[config.mk]
export PLATFORM = sky130hd
export DESIGN_NAME = bsc_press
export DESIGN_NICKNAME = d
export VERILOG_FILES = /design/src/hdl/bsc_pkg.sv /design/src/hdl/bsc_press.sv
export SDC_FILE = /design/constraint.sdc
export NUM_CORES = 2
export LEC_CHECK = 0
export BUFFER_PORTS_ARGS = -buffer_cell sky130_fd_sc_hd__buf_4
export CAP_MARGIN = 25
export CORE_ASPECT_RATIO = 0.8
export CORE_MARGIN = 4
export CORE_UTILIZATION = 65
export DETAILED_ROUTE_END_ITERATION = 8
export MAX_ROUTING_LAYER = met4
export PLACE_DENSITY = 0.84
export SYNTH_ARGS = -nofsm -noshare
export SYNTH_HDL_FRONTEND = slang
export SYNTH_SLANG_ARGS = --single-unit
[constraint.sdc]
create_clock -name clk -period 8.7 [get_ports clk]
set_input_delay 1.74 -clock clk [delete_from_list [all_inputs] [get_ports clk]]
set_output_delay 1.74 -clock clk [all_outputs]
set_load 0.005 [all_outputs]
[src/hdl/bsc_pkg.sv]
// ----------------------------------------------------------------------------
// bsc_pkg
// Types and constants shared by the barometer compensation pipeline.
// ----------------------------------------------------------------------------
package bsc_pkg;

	// calibration register indexes
	typedef enum logic [2:0] {
		REG_C1 = 3'd0,
		REG_C2 = 3'd1,
		REG_C3 = 3'd2,
		REG_C4 = 3'd3,
		REG_C5 = 3'd4,
		REG_C6 = 3'd5
	} reg_idx_t;

	localparam int RAW_W   = 24;
	localparam int CAL_W   = 16;
	localparam int OUT_W   = 32;
	localparam int DT_W    = RAW_W + 1;        // D2 - C5*256
	localparam int PROD_W  = DT_W + CAL_W + 1;  // dT * Cx, signed
	localparam int SQDT_W  = 2 * DT_W;          // dT * dT
	localparam int TM_W    = PROD_W - 23;       // TEMP - 2000
	localparam int TP_W    = TM_W + 1;          // TEMP + 1500
	localparam int TEMP_W  = TP_W + 1;
	localparam int T2_W    = SQDT_W - 1 - 31;
	localparam int SQ_W    = 2 * TP_W;
	localparam int OFF_W   = 44;
	localparam int SENS_W  = 40;
	localparam int SLO_W   = 20;                // low part of SENS for the split multiply
	localparam int SHI_W   = SENS_W - SLO_W;
	localparam int PLO_W   = RAW_W + SLO_W;
	localparam int PHI_W   = RAW_W + 1 + SHI_W;
	localparam int PP_W    = 64;

	localparam int TEMP_REF    = 2000;
	localparam int COLD_OFFSET = 3500;          // 2000 + 1500

	typedef struct packed {
		logic [CAL_W-1:0] c1;
		logic [CAL_W-1:0] c2;
		logic [CAL_W-1:0] c3;
		logic [CAL_W-1:0] c4;
		logic [CAL_W-1:0] c5;
		logic [CAL_W-1:0] c6;
	} cal_t;

	// first-order terms
	typedef struct packed {
		logic [RAW_W-1:0]         d1;
		logic signed [TEMP_W-1:0] temp1;
		logic signed [TP_W-1:0]   tp;
		logic signed [TM_W-1:0]   tm;
		logic [T2_W-1:0]          t2;
		logic signed [OFF_W-1:0]  off1;
		logic signed [SENS_W-1:0] sens1;
	} first_t;

	// corrected terms
	typedef struct packed {
		logic [RAW_W-1:0]         d1;
		logic signed [TEMP_W-1:0] temp;
		logic signed [OFF_W-1:0]  off;
		logic signed [SENS_W-1:0] sens;
	} corr_t;

endpackage

[src/hdl/bsc_press.sv]
// ----------------------------------------------------------------------------
// bsc_press
// D1 * SENS as two partial products, then the offset and final shifts.
// ----------------------------------------------------------------------------
module bsc_press (
	input  logic                             clk,
	input  logic                             arst_n,
	input  logic                             in_valid,
	output logic                             in_en,
	input  bsc_pkg::corr_t                   in_data,
	output logic                             out_valid,
	input  logic                             out_en,
	output logic signed [bsc_pkg::OUT_W-1:0] pressure,
	output logic signed [bsc_pkg::OUT_W-1:0] temperature
);
	import bsc_pkg::*;

	logic valid_s6, valid_s7, valid_s8;
	logic en_s6, en_s7, en_s8;

	logic [PLO_W-1:0]         plo_s6;
	logic signed [PHI_W-1:0]  phi_s6;
	logic signed [TEMP_W-1:0] temp_s6, temp_s7;
	logic signed [OFF_W-1:0]  off_s6, off_s7;
	logic signed [PP_W-1:0]   prod_s7;
	logic signed [OUT_W-1:0]  press_s8, temp_s8;

	logic signed [PP_W-1:0]   diff;

	assign en_s8 = !valid_s8 || out_en;
	assign en_s7 = !valid_s7 || en_s8;
	assign en_s6 = !valid_s6 || en_s7;
	assign in_en = en_s6;

	assign diff = (prod_s7 >>> 21) - PP_W'(off_s7);

	always_ff @(posedge clk or negedge arst_n) begin
		if (!arst_n) begin
			valid_s6 <= 1'b0;
			valid_s7 <= 1'b0;
			valid_s8 <= 1'b0;
		end else begin
			if (en_s6) valid_s6 <= in_valid;
			if (en_s7) valid_s7 <= valid_s6;
			if (en_s8) valid_s8 <= valid_s7;
		end
	end

	always_ff @(posedge clk) begin
		if (en_s6) begin
			plo_s6  <= in_data.d1 * in_data.sens[SLO_W-1:0];
			phi_s6  <= $signed({1'b0, in_data.d1}) * $signed(in_data.sens[SENS_W-1:SLO_W]);
			temp_s6 <= in_data.temp;
			off_s6  <= in_data.off;
		end
		if (en_s7) begin
			prod_s7 <= (PP_W'(phi_s6) <<< SLO_W) + $signed({{(PP_W-PLO_W){1'b0}}, plo_s6});
			temp_s7 <= temp_s6;
			off_s7  <= off_s6;
		end
		if (en_s8) begin
			press_s8 <= OUT_W'(diff >>> 15);
			temp_s8  <= OUT_W'(temp_s7);
		end
	end

	assign out_valid   = valid_s8;
	assign pressure    = press_s8;
	assign temperature = temp_s8;

endmodule

== Word level (Yosys, flattened, before mapping) ==
Cells that the tools add are included.

* Bits in registers: 338
* Bits in latches: 0
* Bits in writable memories: 0
* ROM bits: 0
* Bits of input ports: 133
* Output and inout port bits: 66
* Memories: 0

* Add/subtract/negate cells: 2
* $mul: 2
* Div/mod/pow operators: 0
* Magnitude comparators: 0
* Equal/unequal tests: 0
* Shift-type cells: 0
* Multiplexer cells: 0
* Bitwise gates (word level): 0
* Reduce and logical (&&, ||, !) cells: 6

{| class="wikitable"
|+ Operators with widths
! kind !! count
|-
| adder 64 x 45 -> 64 bit || 1
|-
| subtractor 43 x 44 -> 45 bit || 1
|-
| multiplier 24 x 20 -> 44 bit || 1
|-
| multiplier 25 x 20 -> 44 bit || 1
|-
| zero test 1 bit || 3
|-
| logical OR 1 bit || 3
|}

== Logic depth before layout (Yosys ltp) ==
* Depth after elaboration: 4
* Mapped depth: 27
* Mapped depth without buffers: 26

== Worst setup path before layout ==
OpenSTA, ideal clock, no wires.

* Path kind: input-to-reg
* From: in in_data[23] (netlist bit)
* To: reg phi_s6[39] (data pin)
* Setup time: 0.265 ns
* Data arrival time: 8.007 ns
* Data required time: 8.435 ns
* Setup slack: 0.428 ns
* Stages: 26
* Path through: clkbuf_1 and2_1 fa_1 fa_1 inv_1 fa_1 inv_1 fa_1 inv_1 fa_1 inv_1 fa_1 inv_1 fa_1 inv_1 ha_1 a21o_1 a221o_1 a31oi_1 nand4_1 nand2_1 o21ai_1 a211o_1 a21boi_1 o21ai_0 xor2_1

* Longest elaborated chain between the ends: 1

{| class="wikitable"
|+ RTL lines
! item !! RTL line !! source
|-
| start: declaration || bsc_press.sv:10 || <nowiki>input bsc_pkg::corr_t in_data,</nowiki>
|-
| multiplier 25 x 20 -> 44 bit || bsc_press.sv:52 || <nowiki>phi_s6 <= $signed({1'b0, in_data.d1}) * $signed(in_data.sens[SENS_W-1:SLO_W]);</nowiki>
|-
| end signal: assignment || bsc_press.sv:52 ||
|-
| end: declaration || bsc_press.sv:22 || <nowiki>logic signed [PHI_W-1:0] phi_s6;</nowiki>
|}

No other way between the ends.
A chain may end at the register's enable or synchronous reset.

== Worst setup path in the final report ==
* From: in in_data[113] (netlist bit)
* To: reg plo_s6[37] (data pin)

* Longest elaborated chain between the ends: 1

{| class="wikitable"
|+ RTL lines
! item !! RTL line !! source
|-
| multiplier 24 x 20 -> 44 bit || bsc_press.sv:51 || <nowiki>plo_s6 <= in_data.d1 * in_data.sens[SLO_W-1:0];</nowiki>
|-
| end signal: assignment || bsc_press.sv:51 ||
|-
| end: declaration || bsc_press.sv:21 || <nowiki>logic [PLO_W-1:0] plo_s6;</nowiki>
|}

No other way between the ends.

==> results.json <==
{
  "tritoncts": "done",
  "status": "completed",
  "yosysUniqueCellTypes": 70,
  "post_cts_buffers": 0,
  "min_period_over_period_pct": 95.21,
  "synth-edff-count": 292,
  "yosysMostFrequentCell": "inv_1",
  "tightest_slew_ps": 938.3,
  "rsz0062_at_grt": "no",
  "crit_required_ps": 8980,
  "cpMostUsedCell": "fa_1",
  "dp_cells": 5215,
  "hold_path_end": "off_s7[8]",
  "gp_routability_congestion": 0.9647,
  "io_buffers": 198,
  "root_buffer": "clkbuf_16",
  "vias": 29930,
  "drv_slew": 0,
  "drive_above_1_share_pct": 8.286,
  "syn_inst": 4249,
  "regToRegStartpoint": "plo_s6[21]",
  "wirelength_um": 105100,
  "cts_made_buffers": 27,
  "nNetsFinal": 5696,
  "dieHeight_um": 238.3,
  "r2r_slack_ps": 5000,
  "drtAntennaViolNets": 0,
  "fin_area_sq_um": 46570,
  "synth_seq_cells": 295,
  "grt_pass1_vias": 32080,
  "grt-ovfl-total": 0,
  "grt_max_degree": 74,
  "ys_seq_area_share_pct": 20.51,
  "synth_top_area_cell": "fa_1",
  "vias_per_cell": 5.681,
  "fmax_mhz": 120.7,
  "hold_path_class": "reg2reg",
  "nFillCells": 4571,
  "end_kind": "flip-flop",
  "synth_top_area_share_pct": 36.45,
  "hold_viol_final": 0,
  "die-width_um": 295.9,
  "met1_usage_pct": 39.99,
  "cp.arrival_ps": 8570,
  "ys_top_cells_by_count": "919 x inv_1, 785 x fa_1, 531 x nand2_1",
  "synthArstFlopShare_pct": 1.017,
  "path_clk_slew_ps": 70,
  "drc": 0,
  "r2r_cells": 12,
  "antenna_found_initial": 5,
  "ctsResizeCount": 0,
  "stdcell_count": 5269,
  "wire_per_inst_um": 19.95,
  "clk_latency_ps": 550,
  "period_needed_ps": 8283,
  "whs_path_depth": 0,
  "hold_path.startpoint": "off_s6[8]",
  "synth_warnings": 0,
  "critPathMaxStageDelay_ps": 550,
  "relSlewSlack_pct": 37.00,
  "slowest_stage": "fa_1",
  "io_pins": 199,
  "place_area_sq_um": 45750,
  "synth_nets": 5560,
  "r2r_end": "prod_s7[62]",
  "crit_path_start_kind": "input port",
  "synth_area_sq_um": 43110,
  "synth.area.top_cells": "fa_1 36%, edfxtp_1 20%, ha_1 11%",
  "busiest_layer": "met2",
  "grt_first_pass_wirelength_um": 168300,
  "clockBufferDepth": 3,
  "initial_core_util_pct": 65.63,
  "finalSetupViolCount": 0,
  "synth_ff_type": "edfxtp_1",
  "maxCapViolCount": 0,
  "hpwlAfterDp_um": 86260,
  "worstSetupPathType": "in2reg",
  "syn_to_final_growth_pct": 8.028,
  "first_pass_iters": 7,
  "core_area_sq_um": 65690,
  "met2_usage_pct": 50.49,
  "critPathMaxFanout": 11,
  "avgSynthCellArea_sq_um": 10.15,
  "cts_hold_buf": 0,
  "die_area_sq_um": 70530,
  "drt_iter0_markers": 2455,
  "grt_use_met3_pct": 9.148,
  "rows": 84,
  "htreeDepth": 1,
  "skew_ps": 19.55,
  "cts_sinks": 295,
  "grt_use_total_pct": 31.64
}
-- critical path, delay by kind of cell --
| kind | cells | cell delay (ps) |
|---|---|---|
| adder cells (fa/ha/maj) | 8 | 3750 |
| XOR/XNOR | 1 | 110 |
| AO/OA/AOI/OAI | 7 | 1490 |
| buffers and inverters | 9 | 810 |
| AND/OR/NAND/NOR | 3 | 660 |
-- per-stage QoR --
step                TNS (ps)  hold slack (ps)  setup WS [ps]  utilization (%)
global route               0            423.1          43.48            70.89
detailed placement    -184.1            404.5         -111.9            69.64
global placement           0            400.4          51.97            69.64
CTS                        0            419.3          454.9            70.87
finish                     0            416.0          417.1            70.90
floorplan                  0            400.3          427.6                -
-- routing by layer --
metal  up-vias  share of wire, %
met5         -                 0
met4         0               3.3
met3       261                11
met2      1349                48
met1     15080                38
li1      13240                 -
-- cell usage in the layout (no fill, tap or decap), types with 12 or more instances in the layout --
| cell | Yosys | layout |
|---|---|---|
| a21o_1 | 74 | 74 |
| a21oi_1 | 94 | 94 |
| and2_1 | 464 | 464 |
| and3_1 | 23 | 23 |
| buf_4 | 13 | 296 |
| clkbuf_16 | 0 | 27 |
| edfxtp_1 | 292 | 292 |
| fa_1 | 785 | 785 |
| ha_1 | 393 | 393 |
| inv_1 | 919 | 919 |
| nand2_1 | 531 | 531 |
| nand2b_1 | 32 | 31 |
| nand3_1 | 24 | 24 |
| nand4_1 | 18 | 18 |
| nor2_1 | 60 | 60 |
| nor2b_1 | 12 | 12 |
| o21a_1 | 13 | 13 |
| o21ai_0 | 45 | 45 |
| o21bai_1 | 17 | 17 |
| xnor2_1 | 96 | 96 |
| xor2_1 | 35 | 35 |
-- state kept, by name, summed over array words and instances (netlist names) --
name         count
off_s6          44
off_s7          44
out_valid        1
phi_s6          44
plo_s6          24
pressure        30
prod_s7         43
temp_s6         21
temp_s7         21
temperature     21
valid_s6         1
valid_s7         1
-- worst max-delay path by stage --
stage | to | slack (ps) | startpoint
floorplan | phi_s6[39] | 430 | in_data[23]
global placement | plo_s6[37] | 50 | in_data[113]
detailed placement | plo_s6[37] | -110 | in_data[113]
CTS | plo_s6[37] | 450 | in_data[113]
global route | plo_s6[37] | 40 | in_data[113]
finish | plo_s6[37] | 420 | in_data[113]
-- layout make-up --
cell class                 instances  area, sq um  share of cell area, %
tap                              860         1076                  2.310
inverter                         919         3450                  7.407
clock inverter                    17        108.9                 0.2337
timing repair buffer             303         2354                  5.053
multi-input combinational       2839        30040                  64.49
clock buffer                      32        694.4                  1.491
antenna                            4        10.01                0.02149
sequential                       295         8843                  18.99
-- cell families (layout without fill, tap and decap cells) --
kind of cell	count (synthesis)	count (layout)	share of synthesized area [%]
AOI/OAI and AO/OA	333	333	5.221
buffers and inverters	1115	1271	9.821
xor gates and xnor gates	131	131	2.661
and+or+nand+nor	1197	1197	13.93
DFF	295	295	20.51
other	0	4	0
adders and majority gates	1178	1178	47.86
Power is left out: the tool's default activity adds up to more than one toggle a clock period on the data nets, which glitch-free logic cannot reach.
