## src/hdl/bsc_pkg.sv

```systemverilog
// ----------------------------------------------------------------------------
// bsc_pkg
// Types and constants shared by the barometer compensation pipeline.
// ----------------------------------------------------------------------------
package bsc_pkg;

	// calibration register indexes
	typedef enum logic [2:0] {
		REG_C1 = 3'd0,
		REG_C2 = 3'd1,
		REG_C3 = 3'd2,
		REG_C4 = 3'd3,
		REG_C5 = 3'd4,
		REG_C6 = 3'd5
	} reg_idx_t;

	localparam int RAW_W   = 24;
	localparam int CAL_W   = 16;
	localparam int OUT_W   = 32;
	localparam int DT_W    = RAW_W + 1;        // D2 - C5*256
	localparam int PROD_W  = DT_W + CAL_W + 1;  // dT * Cx, signed
	localparam int SQDT_W  = 2 * DT_W;          // dT * dT
	localparam int TM_W    = PROD_W - 23;       // TEMP - 2000
	localparam int TP_W    = TM_W + 1;          // TEMP + 1500
	localparam int TEMP_W  = TP_W + 1;
	localparam int T2_W    = SQDT_W - 1 - 31;
	localparam int SQ_W    = 2 * TP_W;
	localparam int OFF_W   = 44;
	localparam int SENS_W  = 40;
	localparam int SLO_W   = 20;                // low part of SENS for the split multiply
	localparam int SHI_W   = SENS_W - SLO_W;
	localparam int PLO_W   = RAW_W + SLO_W;
	localparam int PHI_W   = RAW_W + 1 + SHI_W;
	localparam int PP_W    = 64;

	localparam int TEMP_REF    = 2000;
	localparam int COLD_OFFSET = 3500;          // 2000 + 1500

	typedef struct packed {
		logic [CAL_W-1:0] c1;
		logic [CAL_W-1:0] c2;
		logic [CAL_W-1:0] c3;
		logic [CAL_W-1:0] c4;
		logic [CAL_W-1:0] c5;
		logic [CAL_W-1:0] c6;
	} cal_t;

	// first-order terms
	typedef struct packed {
		logic [RAW_W-1:0]         d1;
		logic signed [TEMP_W-1:0] temp1;
		logic signed [TP_W-1:0]   tp;
		logic signed [TM_W-1:0]   tm;
		logic [T2_W-1:0]          t2;
		logic signed [OFF_W-1:0]  off1;
		logic signed [SENS_W-1:0] sens1;
	} first_t;

	// corrected terms
	typedef struct packed {
		logic [RAW_W-1:0]         d1;
		logic signed [TEMP_W-1:0] temp;
		logic signed [OFF_W-1:0]  off;
		logic signed [SENS_W-1:0] sens;
	} corr_t;

endpackage

```

## src/hdl/bsc_front.sv

```systemverilog
// ----------------------------------------------------------------------------
// bsc_front
// dT, the four dT products and the first-order TEMP, OFF and SENS terms.
// ----------------------------------------------------------------------------
module bsc_front (
	input  logic                      clk,
	input  logic                      arst_n,
	input  bsc_pkg::cal_t             cal,
	input  logic                      in_valid,
	output logic                      in_en,
	input  logic [bsc_pkg::RAW_W-1:0] d1,
	input  logic [bsc_pkg::RAW_W-1:0] d2,
	output logic                      out_valid,
	input  logic                      out_en,
	output bsc_pkg::first_t           out_data
);
	import bsc_pkg::*;

	logic valid_s1, valid_s2, valid_s3;
	logic en_s1, en_s2, en_s3;

	logic [RAW_W-1:0]         d1_s1, d1_s2;
	logic signed [DT_W-1:0]   dt_s1;
	logic signed [PROD_W-1:0] pt_s2, poff_s2, psens_s2;
	logic signed [SQDT_W-1:0] psq_s2;
	first_t                   data_s3;

	logic signed [DT_W-1:0]   dt_c;
	logic signed [TM_W-1:0]   tm_c;
	logic signed [CAL_W:0]    c3s, c4s, c6s;

	// a stage loads when empty or when its successor takes its item
	assign en_s3 = !valid_s3 || out_en;
	assign en_s2 = !valid_s2 || en_s3;
	assign en_s1 = !valid_s1 || en_s2;
	assign in_en = en_s1;

	assign dt_c = $signed({1'b0, d2}) - $signed({1'b0, cal.c5, 8'd0});
	assign c3s  = $signed({1'b0, cal.c3});
	assign c4s  = $signed({1'b0, cal.c4});
	assign c6s  = $signed({1'b0, cal.c6});
	assign tm_c = pt_s2[PROD_W-1:23];

	always_ff @(posedge clk or negedge arst_n) begin
		if (!arst_n) begin
			valid_s1 <= 1'b0;
			valid_s2 <= 1'b0;
			valid_s3 <= 1'b0;
		end else begin
			if (en_s1) valid_s1 <= in_valid;
			if (en_s2) valid_s2 <= valid_s1;
			if (en_s3) valid_s3 <= valid_s2;
		end
	end

	always_ff @(posedge clk) begin
		if (en_s1) begin
			d1_s1 <= d1;
			dt_s1 <= dt_c;
		end
		if (en_s2) begin
			d1_s2    <= d1_s1;
			pt_s2    <= dt_s1 * c6s;
			poff_s2  <= dt_s1 * c4s;
			psens_s2 <= dt_s1 * c3s;
			psq_s2   <= dt_s1 * dt_s1;
		end
		if (en_s3) begin
			data_s3.d1    <= d1_s2;
			data_s3.tm    <= tm_c;
			data_s3.temp1 <= TEMP_W'(tm_c + TEMP_REF);
			data_s3.tp    <= TP_W'(tm_c + COLD_OFFSET);
			data_s3.t2    <= psq_s2[SQDT_W-2:31];
			data_s3.off1  <= OFF_W'($signed({1'b0, cal.c2, 17'd0}) + (poff_s2 >>> 6));
			data_s3.sens1 <= SENS_W'($signed({1'b0, cal.c1, 16'd0}) + (psens_s2 >>> 7));
		end
	end

	assign out_valid = valid_s3;
	assign out_data  = data_s3;

endmodule

```

## config.mk

```make
export PLATFORM = sky130hd
export DESIGN_NAME = bsc_front
export DESIGN_NICKNAME = d
export VERILOG_FILES = /design/src/hdl/bsc_pkg.sv /design/src/hdl/bsc_front.sv
export SDC_FILE = /design/constraint.sdc
export NUM_CORES = 2
export LEC_CHECK = 0
export BUFFER_PORTS_ARGS = -buffer_cell sky130_fd_sc_hd__buf_4
export CAP_MARGIN = 20
export CORE_ASPECT_RATIO = 0.7
export CORE_MARGIN = 2
export CORE_UTILIZATION = 65
export CTS_CLUSTER_DIAMETER = 200
export DETAILED_ROUTE_END_ITERATION = 6
export PLACE_DENSITY = 0.84
export REMOVE_ABC_BUFFERS = 1
export SLEW_MARGIN = 0
export SYNTH_ARGS = -nofsm -noshare
export SYNTH_HDL_FRONTEND = slang
export SYNTH_SLANG_ARGS = --single-unit
```

## constraint.sdc

```tcl
create_clock -name clk -period 9.8 [get_ports clk]
set_input_delay 1.96 -clock clk [delete_from_list [all_inputs] [get_ports clk]]
set_output_delay 1.96 -clock clk [all_outputs]
set_load 0.02 [all_outputs]
```

* Word-level counts from Yosys, hierarchy flattened
Cells that the tools add are included.
** Word-level totals
- Register bits :: 437
- Bits in latches :: 0
- RAM bits :: 0
- Bits in read-only memories :: 0
- Output and inout port bits :: 188
- Memories kept :: 0
** Cells by class
- $add $sub $neg :: 5
- Multipliers :: 4
- Divide/modulo/power cells :: 0
- $lt $le $gt $ge :: 0
- Eq/ne operators :: 0
- Shifts and indexed selects :: 0
- Mux-type cells :: 0
- Bitwise logic cells :: 0
- Reduce and logical (&&, ||, !) cells :: 6
** Operators by type and width (number)
- multiplier 25 x 17 -> 42 bit :: 3
- multiplier 25 x 25 -> 49 bit :: 1
- adder 34 x 36 -> 37 bit :: 1
- adder 33 x 35 -> 36 bit :: 1
- subtractor 24 x 24 -> 25 bit :: 1
- adder 19 x 12 -> 20 bit (second input constant) :: 1
- adder 19 x 13 -> 20 bit (second input constant) :: 1
- zero test 1 bit :: 3
- logical OR 1 bit :: 3

* Depth between registers and ports, before layout
- Word-level depth :: 4
- Gate-level depth with buffers :: 27
- Mapped depth without buffers :: 26

* Least setup slack after synthesis
No wires, ideal clock.
- Path type :: input to register
- Start point :: input port cal[53] (netlist name)
- End point :: register psens_s2[39] (data pin)
- Library setup time :: 0.255 ns
- Data arrival time :: 7.791 ns
- Slack :: 1.755 ns
- Stages on the path :: 24
- Cell sequence :: clkbuf_1 clkbuf_1 nand2_1 fa_1 inv_1 fa_1 inv_1 fa_1 inv_1 fa_1 inv_1 fa_1 inv_1 fa_1 ha_1 a21oi_1 a21boi_1 or4_1 a21oi_2 nor4_1 o31ai_2 a21oi_2 or3_1 and2_1
** On the way
- Cells in the longest elaborated chain, start to end :: 1
** RTL lines
- start: declaration :: RTL line bsc_front.sv:8 : input bsc_pkg::cal_t cal,
- multiplier 25 x 17 -> 42 bit :: RTL line bsc_front.sv:65 : psens_s2 <= dt_s1 * c3s;
- end signal: assignment :: RTL line bsc_front.sv:65
- end: declaration :: RTL line bsc_front.sv:24 : logic signed [PROD_W-1:0] pt_s2, poff_s2, psens_s2;
No other way between the ends.
A chain may end at the register's enable or synchronous reset.

* Final worst setup path
- Start point :: register dt_s1[3]
- End point :: register psq_s2[47] (data pin)
** On the way
- Cells in the longest elaborated chain, start to end :: 1
** RTL lines
- start: declaration :: RTL line bsc_front.sv:23 : logic signed [DT_W-1:0] dt_s1;
- start signal: assignment :: RTL line bsc_front.sv:59 : dt_s1 <= dt_c;
- multiplier 25 x 25 -> 49 bit :: RTL line bsc_front.sv:66 : psq_s2 <= dt_s1 * dt_s1;
- end signal: assignment :: RTL line bsc_front.sv:66
- end: declaration :: RTL line bsc_front.sv:25 : logic signed [SQDT_W-1:0] psq_s2;
No other way between the ends.

==> impl_results.md <==
- Worst setup SP type: flip-flop
- Commonest non-fill, non-tap cells in the layout: 2,059 x inv_1, 1,768 x fa_1, 986 x nand2_1
- Boundary pin count: about 340
- Residual DRC: 0
- Setup fix buffers added after clock tree synthesis: 0
- Number of enable flip-flop cells after synthesis: ~350
- Fraction of registers with async set/reset: less than 1%
- R2R Path End: psq_s2[47]
- Final #Nets: approximately 10,000
- CP Capture Point: psq_s2[47]
- Max cap viols: 0
- CP Launch Point: dt_s1[3]
- Hold path cells: 0
- Antenna violations before repair: 7
- Yosys warns: 0
- Min-delay worst type: flip-flop to flip-flop
- Final WL: 182,000 microns
- Achievable Freq: 119.4 MHz
- Worst-skew pair later-pin latency: 630 ps
- Synth Instances: 7,523
- Seq cells post-synth: approximately 350
- Clock tree sinks: about 350
- Synth area leaders: fa_1 47%, edfxtp_1 14%, inv_1 10%
- Core box area: 114,600 sq um
- Routed wire per std cell: a little under 20 microns
- Worst Reg-to-Reg Cells: 21
- Worst Tran Pin Value: about 1200 ps
- GRT Total Usage: about a third
- Fin crit share: 85.49%
- Post-CTS Hold Buffers: 0
- CP Capture Type: flip-flop
- PostCTS Resize Cnt: 0
- Overflow after GRT: 0
- Sequential area share after synthesis: about 14%
- Yosys top cell by area: fa_1
- Slew Limit Fails: 0
- Clock slew at reported path FFs: approximately 70 ps
- Largest net degree at the start of global routing: roughly 120
- ANT nets after route: 0
- Setup Crit Path Kind: flip-flop to flip-flop
- Endpoints failing hold: 0
- Worst-case clock skew: about 38 ps
- Die area: about 120,000 sq um
- Row cnt: around 100
- Outcome: completed
- Post-layout min period: between 8000 and 9000 ps
- CP Max Fanout: 23
- Reg2reg start: dt_s1[3]
- RSZ-0062 raised after global routing: false
- Syn-to-layout area delta: 6.889%
- Vias in the first global route: approximately 58,000
- Reg2reg setup slack: approximately 1400 ps
- WP data required: between 10,000 and 15,000 ps
- H-Tree Depth: 2
- Die Width: 409.6 microns
- First-pass GRT wire length: ~300,000 microns
- Slew HR: between 20% and 30%
- TritonCTS clock tree: built
- Via count: 51,239
- GP Congestion: between 0.9 and 1
- Max Buffers Root-to-Sink: 3
- Post-Syn Area per Cell: ~10 sq um
- Avg Vias per Cell: ~5.6
- Layout cells sized above 1: under 10%
- Filler cells: between 8,000 and 9,000
- Top FF cell, synth: edfxtp_1
- Cell Area, Synth: about 75,000 sq um
- Sum Neg Setup Slack: 0 ps
- IO buf count: between 300 and 400
- Worst Path Arrival: 8800 ps
- Final setup fails: 0
- Post-DP HPWL: between 100,000 and 150,000 microns
- Unique masters post-synth: 79
- Initial Util: 65.31%
- Synth top area share: between 40 and 50%
- Initial DRC count: around 3,800
- Root Driver: clkbuf_16
- Cts bufs inserted: 40
- Pre-Repair DR Iteration Count: 6
- Most common cell after layout, fill and taps aside: inv_1
- Die extent in y: approximately 290 microns
-- cell families after synthesis --
group,count (synthesis),share of synthesized area [%]
simple gates,1912,12.20
mux,2,0.02674
flops,352,14.10
compound gates,399,3.655
buf+inv,2395,12.10
xor+xnor,193,2.258
fa+ha+maj,2270,55.66
-- final cells by class --
cell class | instances | area (sq um) | share of cell area (%)
Sequential cell | 352 | 10560 | 13.19
Clock buffer | 45 | 1020 | 1.274
Antenna cell | 2 | 5.005 | 0.006254
Timing Repair Buffer | 397 | 3118 | 3.896
Inverter | 2059 | 7729 | 9.658
Clock inverter | 28 | 415.4 | 0.5191
Tap cell | 1537 | 1923 | 2.403
Multi-Input combinational cell | 4776 | 55260 | 69.05
-- synthesized netlist by cell type, types with 29 or more instances --
| cell | count |
|---|---|
| fa_1 | 1768 |
| nor3_1 | 31 |
| nor2b_1 | 32 |
| edfxtp_1 | 349 |
| nand2_1 | 986 |
| inv_1 | 2059 |
| o21a_1 | 29 |
| o21ai_0 | 68 |
| ha_1 | 502 |
| nor2_1 | 132 |
| and2_1 | 584 |
| nand3_1 | 35 |
| xor2_1 | 47 |
| xnor2_1 | 146 |
| clkbuf_1 | 313 |
| a21o_1 | 52 |
| a21oi_1 | 119 |
-- registers in the layout (all words and copies together), names as in the netlist --
name and cells:
out_data 168, poff_s2 36, psens_s2 35, dt_s1 25, d1_s1 24, d1_s2 24
pt_s2 19, psq_s2 18, out_valid 1, valid_s1 1, valid_s2 1
-- per-layer routing --
metal / global-route usage [%] / wire length, microns
met5: 0 / 26
met1: 44.17 / 70370
met3: 8.908 / 20940
met2: 52.22 / 84830
met4: 9.761 / 5825
-- worst min-delay path by stage --
stage	startpoint	endpoint	slack (ps)
floorplan	d1_s1[0]	d1_s2[0]	400
global placement	d1_s2[20]	out_data[182]	400
detailed placement	d1_s1[11]	d1_s2[11]	400
CTS	psens_s2[10]	out_data[3]	420
global route	psens_s2[10]	out_data[3]	420
finish	psens_s2[8]	out_data[1]	420
-- metrics by stage --
stage	setup WS (ps)	hold WS (ps)	cell area (sq um)	utilization (%)	cells
after CTS	1573	417.0	80020	69.80	9194
final	1422	415.6	80030	69.81	9196
after floorplan	2038	400.3	73540	-	7187
after global placement	1170	400.9	78590	68.55	9121
after global routing	1045	417.4	80020	69.80	9194
after detailed placement	1029	404.5	78590	68.55	9121
-- worst max-delay path, stage by stage, from the launching register on --
cell and delay, ps:
edfxtp_1 860, buf_4 430, and2_1 190, fa_1 570, fa_1 710, inv_1 240, fa_1 610, fa_1 450
fa_1 600, fa_1 440, fa_1 490, inv_1 40, ha_1 470, nand2_1 120, nor2_1 160, o211ai_1 140
a311oi_1 550, a2111oi_4 160, o31ai_4 360, and2_1 210, o21ai_0 80, a221oi_1 290
Power is left out: the tool's default activity adds up to more than one toggle a clock period on the data nets, which glitch-free logic cannot reach.
