`config.mk`:
```
export PLATFORM = sky130hd
export DESIGN_NAME = bsc_corr
export DESIGN_NICKNAME = d
export VERILOG_FILES = /design/src/hdl/bsc_pkg.sv /design/src/hdl/bsc_corr.sv
export SDC_FILE = /design/constraint.sdc
export NUM_CORES = 2
export LEC_CHECK = 0
export BUFFER_PORTS_ARGS = -buffer_cell sky130_fd_sc_hd__buf_2
export CAP_MARGIN = 10
export CORE_UTILIZATION = 50
export CTS_BUF_LIST = sky130_fd_sc_hd__clkbuf_8 sky130_fd_sc_hd__clkbuf_16
export DETAILED_ROUTE_END_ITERATION = 10
export HOLD_SLACK_MARGIN = 0.02
export PLACE_DENSITY = 0.68
export SYNTH_ARGS = -nofsm -noshare
export SYNTH_HDL_FRONTEND = slang
export SYNTH_SLANG_ARGS = --single-unit
```
`constraint.sdc`:
```
create_clock -name clk -period 26.9 [get_ports clk]
set_clock_uncertainty 0.15 [all_clocks]
set_input_delay 5.38 -clock clk [delete_from_list [all_inputs] [get_ports clk]]
set_output_delay 5.38 -clock clk [all_outputs]
set_load 0.02 [all_outputs]
```
`src/hdl/bsc_pkg.sv`:
```
// ----------------------------------------------------------------------------
// bsc_pkg
// Types and constants shared by the barometer compensation pipeline.
// ----------------------------------------------------------------------------
package bsc_pkg;

	// calibration register indexes
	typedef enum logic [2:0] {
		REG_C1 = 3'd0,
		REG_C2 = 3'd1,
		REG_C3 = 3'd2,
		REG_C4 = 3'd3,
		REG_C5 = 3'd4,
		REG_C6 = 3'd5
	} reg_idx_t;

	localparam int RAW_W   = 24;
	localparam int CAL_W   = 16;
	localparam int OUT_W   = 32;
	localparam int DT_W    = RAW_W + 1;        // D2 - C5*256
	localparam int PROD_W  = DT_W + CAL_W + 1;  // dT * Cx, signed
	localparam int SQDT_W  = 2 * DT_W;          // dT * dT
	localparam int TM_W    = PROD_W - 23;       // TEMP - 2000
	localparam int TP_W    = TM_W + 1;          // TEMP + 1500
	localparam int TEMP_W  = TP_W + 1;
	localparam int T2_W    = SQDT_W - 1 - 31;
	localparam int SQ_W    = 2 * TP_W;
	localparam int OFF_W   = 44;
	localparam int SENS_W  = 40;
	localparam int SLO_W   = 20;                // low part of SENS for the split multiply
	localparam int SHI_W   = SENS_W - SLO_W;
	localparam int PLO_W   = RAW_W + SLO_W;
	localparam int PHI_W   = RAW_W + 1 + SHI_W;
	localparam int PP_W    = 64;

	localparam int TEMP_REF    = 2000;
	localparam int COLD_OFFSET = 3500;          // 2000 + 1500

	typedef struct packed {
		logic [CAL_W-1:0] c1;
		logic [CAL_W-1:0] c2;
		logic [CAL_W-1:0] c3;
		logic [CAL_W-1:0] c4;
		logic [CAL_W-1:0] c5;
		logic [CAL_W-1:0] c6;
	} cal_t;

	// first-order terms
	typedef struct packed {
		logic [RAW_W-1:0]         d1;
		logic signed [TEMP_W-1:0] temp1;
		logic signed [TP_W-1:0]   tp;
		logic signed [TM_W-1:0]   tm;
		logic [T2_W-1:0]          t2;
		logic signed [OFF_W-1:0]  off1;
		logic signed [SENS_W-1:0] sens1;
	} first_t;

	// corrected terms
	typedef struct packed {
		logic [RAW_W-1:0]         d1;
		logic signed [TEMP_W-1:0] temp;
		logic signed [OFF_W-1:0]  off;
		logic signed [SENS_W-1:0] sens;
	} corr_t;

endpackage

```
`src/hdl/bsc_corr.sv`:
```
// ----------------------------------------------------------------------------
// bsc_corr
// Second-order correction below 20 C, with the extra cold term below -15 C.
// ----------------------------------------------------------------------------
module bsc_corr (
	input  logic            clk,
	input  logic            arst_n,
	input  logic            in_valid,
	output logic            in_en,
	input  bsc_pkg::first_t in_data,
	output logic            out_valid,
	input  logic            out_en,
	output bsc_pkg::corr_t  out_data
);
	import bsc_pkg::*;

	logic valid_s4, valid_s5;
	logic en_s4, en_s5;

	logic [RAW_W-1:0]         d1_s4;
	logic signed [TEMP_W-1:0] temp1_s4;
	logic [T2_W-1:0]          t2_s4;
	logic signed [OFF_W-1:0]  off1_s4;
	logic signed [SENS_W-1:0] sens1_s4;
	logic signed [SQ_W-1:0]   tm2_s4, tp2_s4;
	logic                     warm_s4, cold_s4;
	corr_t                    data_s5;

	logic signed [OFF_W-1:0]  tm2x, tp2x, off2, sens2;
	logic signed [OFF_W-1:0]  off_c;
	logic signed [OFF_W-1:0]  sens_c;
	logic signed [TEMP_W-1:0] temp_c;

	assign en_s5 = !valid_s5 || out_en;
	assign en_s4 = !valid_s4 || en_s5;
	assign in_en = en_s4;

	always_comb begin
		tm2x  = OFF_W'(tm2_s4);
		tp2x  = OFF_W'(tp2_s4);
		// 61 * tm^2 >> 4, squares are never negative
		off2  = ((tm2x <<< 6) - (tm2x <<< 2) + tm2x) >>> 4;
		sens2 = tm2x <<< 1;
		if (cold_s4) begin
			off2  = off2 + ((tp2x <<< 4) - tp2x);
			sens2 = sens2 + (tp2x <<< 3);
		end
		off_c  = off1_s4;
		sens_c = OFF_W'(sens1_s4);
		temp_c = temp1_s4;
		if (!warm_s4) begin
			off_c  = off_c - off2;
			sens_c = sens_c - sens2;
			temp_c = temp_c - $signed({1'b0, t2_s4});
		end
	end

	always_ff @(posedge clk or negedge arst_n) begin
		if (!arst_n) begin
			valid_s4 <= 1'b0;
			valid_s5 <= 1'b0;
		end else begin
			if (en_s4) valid_s4 <= in_valid;
			if (en_s5) valid_s5 <= valid_s4;
		end
	end

	always_ff @(posedge clk) begin
		if (en_s4) begin
			d1_s4    <= in_data.d1;
			temp1_s4 <= in_data.temp1;
			t2_s4    <= in_data.t2;
			off1_s4  <= in_data.off1;
			sens1_s4 <= in_data.sens1;
			tm2_s4   <= in_data.tm * in_data.tm;
			tp2_s4   <= in_data.tp * in_data.tp;
			warm_s4  <= !in_data.tm[TM_W-1];
			cold_s4  <= in_data.tp[TP_W-1];
		end
		if (en_s5) begin
			data_s5.d1   <= d1_s4;
			data_s5.temp <= temp_c;
			data_s5.off  <= off_c;
			data_s5.sens <= SENS_W'(sens_c);
		end
	end

	assign out_valid = valid_s5;
	assign out_data  = data_s5;

endmodule

```
# Word level (Yosys, flattened, before mapping)
# Index checks and enable logic that the tools add are counted.
[word_totals]
latchBits = 0
register_bits = 358
mem_bits_ro = 0
mem_count = 0
mem_bits_rw = 0
word_cells = 35
input_bits = 190
[op_classes]
n_div = 0
shifts = 0
n_mux = 5
n_reduce_logical = 5
eq_ne = 0
bitwise = 0
n_mul = 2
n_lt_le_gt_ge = 0
addsub = 8
[ops]
columns = ["op", "n"]
rows = [
  ["$mux 44", 2],
  ["$sub 44x40->44", 2],
  ["$mux 40", 2],
  ["$add 40x44->44", 1],
  ["$add 44x38->44", 1],
  ["$sub 44x44->44", 1],
  ["$add 39x40->40", 1],
  ["$mul 20x20->40", 1],
  ["$sub 40x40->40", 1],
  ["$mul 19x19->38", 1],
  ["$mux 21", 1],
  ["$sub 21x19->21", 1],
  ["$logic_not 1->1", 3],
  ["$logic_or 1x1->1", 2],
]

# Longest topological paths before layout
[depth]
ltp_word = 6
ltp_mapped = 41
depth_no_buf = 41

# Worst setup path after synthesis
# No wires, ideal clock.
[synth_path]
kind = "input port to output port"
start = "input port out_en"
end = "output port in_en"
path_slack_ns = 10.732
cell_stages = 1
t_arrival_ns = 10.638
cell_sequence = "nand3b_1"
[synth_between]
elab_chain_cells = 2
[synth_rtl]
columns = ["item", "line_no", "rtl"]
rows = [
  ["start: declaration", "bsc_corr.sv:12", "input logic out_en,"],
  ["$logic_or 1x1->1", "bsc_corr.sv:34", "assign en_s5 = !valid_s5 || out_en;"],
  ["$logic_or 1x1->1", "bsc_corr.sv:35", "assign en_s4 = !valid_s4 || en_s5;"],
  ["end: declaration", "bsc_corr.sv:9", "output logic in_en,"],
]
# No other way between the ends.

# Worst setup path after layout
[layout_path]
start = "input port in_data[125] in the netlist's numbering"
end = "register tp2_s4[38], data pin"
[layout_between]
elab_chain_cells = 1
[layout_rtl]
columns = ["item", "line_no", "rtl"]
rows = [
  ["start: declaration", "bsc_corr.sv:10", "input bsc_pkg::first_t in_data,"],
  ["$mul 20x20->40", "bsc_corr.sv:76", "tp2_s4 <= in_data.tp * in_data.tp;"],
  ["end signal: assignment", "bsc_corr.sv:76", ""],
  ["end: declaration", "bsc_corr.sv:25", "logic signed [SQ_W-1:0] tm2_s4, tp2_s4;"],
]
# No other way between the ends.
# A chain may end at the register's enable or synchronous reset.

==> flow_metrics.tcl <==
set metrics [dict create \
    hold_depth 0 \
    final_wl_um 118000 \
    setup_viol_count_final 0 \
    maxSlewViolCount 0 \
    insertion_delay_ns 0.65 \
    cts_hold_buf 0 \
    cts_buffer_depth 3 \
    gp_congestion 0.940 \
    final_layout_size_suffix_gt1_frac 0.0839 \
    post_synth.cell_area_avg_um2 10.1 \
    vias_per_cell 5.34 \
    total_neg_setup_slack_ns 0 \
    crit_path_max_incr_delay_ns 0.52 \
    die_x_um 317 \
    drt-pass1-iter-count 5 \
    synth.distinct_cells 67 \
    critical_path.endpoint_type "flop" \
    global_route.usage.total 0.243 \
    detail_route.iter0.violations 2072 \
    sequential_element_share_of_the_synthesized_area 0.215 \
    drc 0 \
    post_synth_inst_count 4910 \
    seqCellArea_um2 10700 \
    share_of_the_clock_period_used_by_the_worst_path 0.483 \
    clock-sinks 356 \
    timing.rr.end "out_data[83]$_DFFE_PP_" \
    hold_viol_final 0 \
    synth.top_cell.area_share 0.322 \
    critical-path-top-cell-by-count "sky130_fd_sc_hd__fa_1" \
    max_freq_ghz 0.0769 \
    layout.cells.most_common "sky130_fd_sc_hd__inv_1" \
    met1_track_demand_over_resource_in_global_routing 0.313 \
    die_h_um 317 \
    grt_first_pass_wirelength_um 190000 \
    grt_use_met3 0.0308 \
    floorplan.initialDensity 0.505 \
    num_io_pins 321 \
    route.vias.total 34760 \
    cp_slowest_cell "sky130_fd_sc_hd__fa_1" \
    synth_edf_count 354 \
    crit_path_max_fanout 15 \
    syn-cell-area_um2 49600 \
    yosys_register_bits 356 \
    cts_resized 0 \
    hold_class "flop to flop" \
    synth_largest_area_cell "sky130_fd_sc_hd__fa_1" \
    numCtsBuffers 45 \
    grt_max_degree 68 \
    grt_overflow_total 0 \
    yosysWarnings 0 \
    cp_top_family "adder cells" \
    clkTransAtPathRegs_ns 0.06 \
    num_rows 115 \
    max_cap_viol_count 0 \
    multi_input_area_um2 34600 \
    portBuffers 320 \
    synth.top_cells.by_area "sky130_fd_sc_hd__fa_1 (32%), sky130_fd_sc_hd__edfxtp_1 (21%), sky130_fd_sc_hd__ha_1 (11%), sky130_fd_sc_hd__inv_1 (7.9%), sky130_fd_sc_hd__xnor2_1 (3.1%)" \
    antenna_found_initial 3 \
    area_of_the_placeable_core_um2 98300 \
    cell_chosen_for_the_clock_root "sky130_fd_sc_hd__clkbuf_16" \
    critical_path_cell_count 28 \
    post_drt_antenna_nets 0 \
    source_of_the_critical_timing_path "in_data[125]" \
    critical_path.n_buffers_inverters 7 \
    worst-slew-pin-transition_ns 1.12 \
    route.detailed.wl_per_inst_um 18.2 \
    crit-reg2reg-launch "tm2_s4[3]$_DFFE_PP_" \
    fp.dieArea_um2 100000 \
    worst_setup_sp_type "input port" \
    cts-htree-levels 2 \
    cts_tree "done" \
    cp_data_required_time_ns 27.11 \
    postCtsSetupRepairBufs 0 \
    run_status "finished clean" \
    total_nets_final 6620 \
    place.detailed.hpwl_um 98000 \
    rsz0062_at_grt "false" \
    groute.layer.met2.usage 0.412 \
    syn2layout_area_growth_pct 9.00 \
    vias_in_the_first_global_route 36484 \
    synthesis.nets 6347 \
    final.hold.worst_slack_ns 0.266 \
    classification_of_the_worst_setup_path "input port to flop" \
    synth-main-ff-cell "sky130_fd_sc_hd__edfxtp_1" \
    reg2reg_slack_ns 17.08 \
    globalRoute.busiestLayer "met2" \
    r2r_cells 39 \
    endpoint "tp2_s4[38]$_DFFE_PP_" \
    fin_crit_ns 13.00 \
    async_reset_ff_frac 0.00562 \
    layout.cells.most_common_list "sky130_fd_sc_hd__inv_1 (1051), sky130_fd_sc_hd__fa_1 (797), sky130_fd_sc_hd__ha_1 (450), sky130_fd_sc_hd__nand2_1 (361), sky130_fd_sc_hd__edfxtp_1 (354)" \
    fillers 8754 \
    max_transition_margin 0.254 \
    critPathArrivalTime_ns 13.20 \
]
## synth_stat cells, types with 18 or more instances
cell / n
sky130_fd_sc_hd__xnor2_1: 177
sky130_fd_sc_hd__clkbuf_1: 100
sky130_fd_sc_hd__edfxtp_1: 354
sky130_fd_sc_hd__fa_1: 797
sky130_fd_sc_hd__nand2b_1: 54
sky130_fd_sc_hd__ha_1: 450
sky130_fd_sc_hd__nor2b_1: 45
sky130_fd_sc_hd__a21o_1: 148
sky130_fd_sc_hd__xor2_1: 110
sky130_fd_sc_hd__o21a_1: 40
sky130_fd_sc_hd__o31ai_1: 26
sky130_fd_sc_hd__and3_1: 31
sky130_fd_sc_hd__a31oi_1: 35
sky130_fd_sc_hd__nand4_1: 22
sky130_fd_sc_hd__a21oi_1: 241
sky130_fd_sc_hd__mux2i_1: 47
sky130_fd_sc_hd__a211oi_1: 18
sky130_fd_sc_hd__nand2_1: 361
sky130_fd_sc_hd__o21bai_1: 38
sky130_fd_sc_hd__and2_1: 164
sky130_fd_sc_hd__nor2_1: 191
sky130_fd_sc_hd__inv_1: 1045
sky130_fd_sc_hd__nand3_1: 35
sky130_fd_sc_hd__o21ai_0: 188
sky130_fd_sc_hd__nor3_1: 31
## per-layer routing
layer,part of all wire,vias up
li1,-,16353
met1,0.41,17225
met2,0.48,963
met3,0.058,217
met4,0.047,2
met5,0.00011,-
## worst reg2reg max path, delay by kind of cell (launching register included)
| family | cells | cell delay, ns |
|---|---|---|
| xor+xnor | 5 | 0.88 |
| buf+inv | 2 | 0.20 |
| simple gates | 9 | 1.73 |
| compound gates | 18 | 4.10 |
| fa+ha+maj | 5 | 2.01 |
| flops | 1 | 0.47 |
## stage by stage
stage / util / worst slack (ns) / std cells / cell area, um^2
5_1_grt: 0.550 / 13.41 / 6505 / 54100
3_3_place_gp: 0.534 / 13.36 / 6423 / 52500
4_1_cts: 0.550 / 13.93 / 6505 / 54100
6_report: 0.550 / 13.90 / 6506 / 54100
3_5_place_dp: 0.534 / 13.32 / 6423 / 52500
2_1_floorplan: - / 10.73 / 4910 / 49600
## cell type report
class,instances,area share
clock inverter,37,0.00782
inverter,1047,0.0727
antenna,1,0.0000463
clock buffer,45,0.0208
sequential,356,0.198
timing repair buffer,334,0.0316
multi-input combinational,3399,0.640
tap,1287,0.0298
## sequential cells by signal, indices dropped and copies added (netlist names)
name       flops
cold_s4        1
t2_s4         18
warm_s4        1
temp1_s4      21
d1_s4         24
tp2_s4        39
out_valid      1
tm2_s4        37
valid_s4       1
out_data     129
sens1_s4      40
off1_s4       44
## worst min-delay path by stage
| stage | start | slack (ns) | endpoint |
|---|---|---|---|
| floorplan | sens1_s4[0]$_DFFE_PP_ | 0.25 | out_data[0]$_DFFE_PP_ |
| global placement | d1_s4[9]$_DFFE_PP_ | 0.25 | out_data[114]$_DFFE_PP_ |
| detailed placement | d1_s4[9]$_DFFE_PP_ | 0.25 | out_data[114]$_DFFE_PP_ |
| CTS | d1_s4[21]$_DFFE_PP_ | 0.27 | out_data[126]$_DFFE_PP_ |
| global route | d1_s4[22]$_DFFE_PP_ | 0.27 | out_data[127]$_DFFE_PP_ |
| finish | d1_s4[21]$_DFFE_PP_ | 0.27 | out_data[126]$_DFFE_PP_ |
## cell families (layout without fill, tap and decap cells)
family,Yosys count,in the layout,share of synthesized area
muxes,53,53,0.0108
xor gates and xnor gates,288,288,0.0511
adders and majority gates,1247,1247,0.435
AOI/OAI and AO/OA,828,828,0.105
and+or+nand+nor,983,983,0.0953
buffers and inverters,1155,1463,0.0875
other,0,1,0
DFF,356,356,0.215
Power is not shown: default switching activity piles up to over one toggle a cycle in this logic, so the estimate is an artifact.
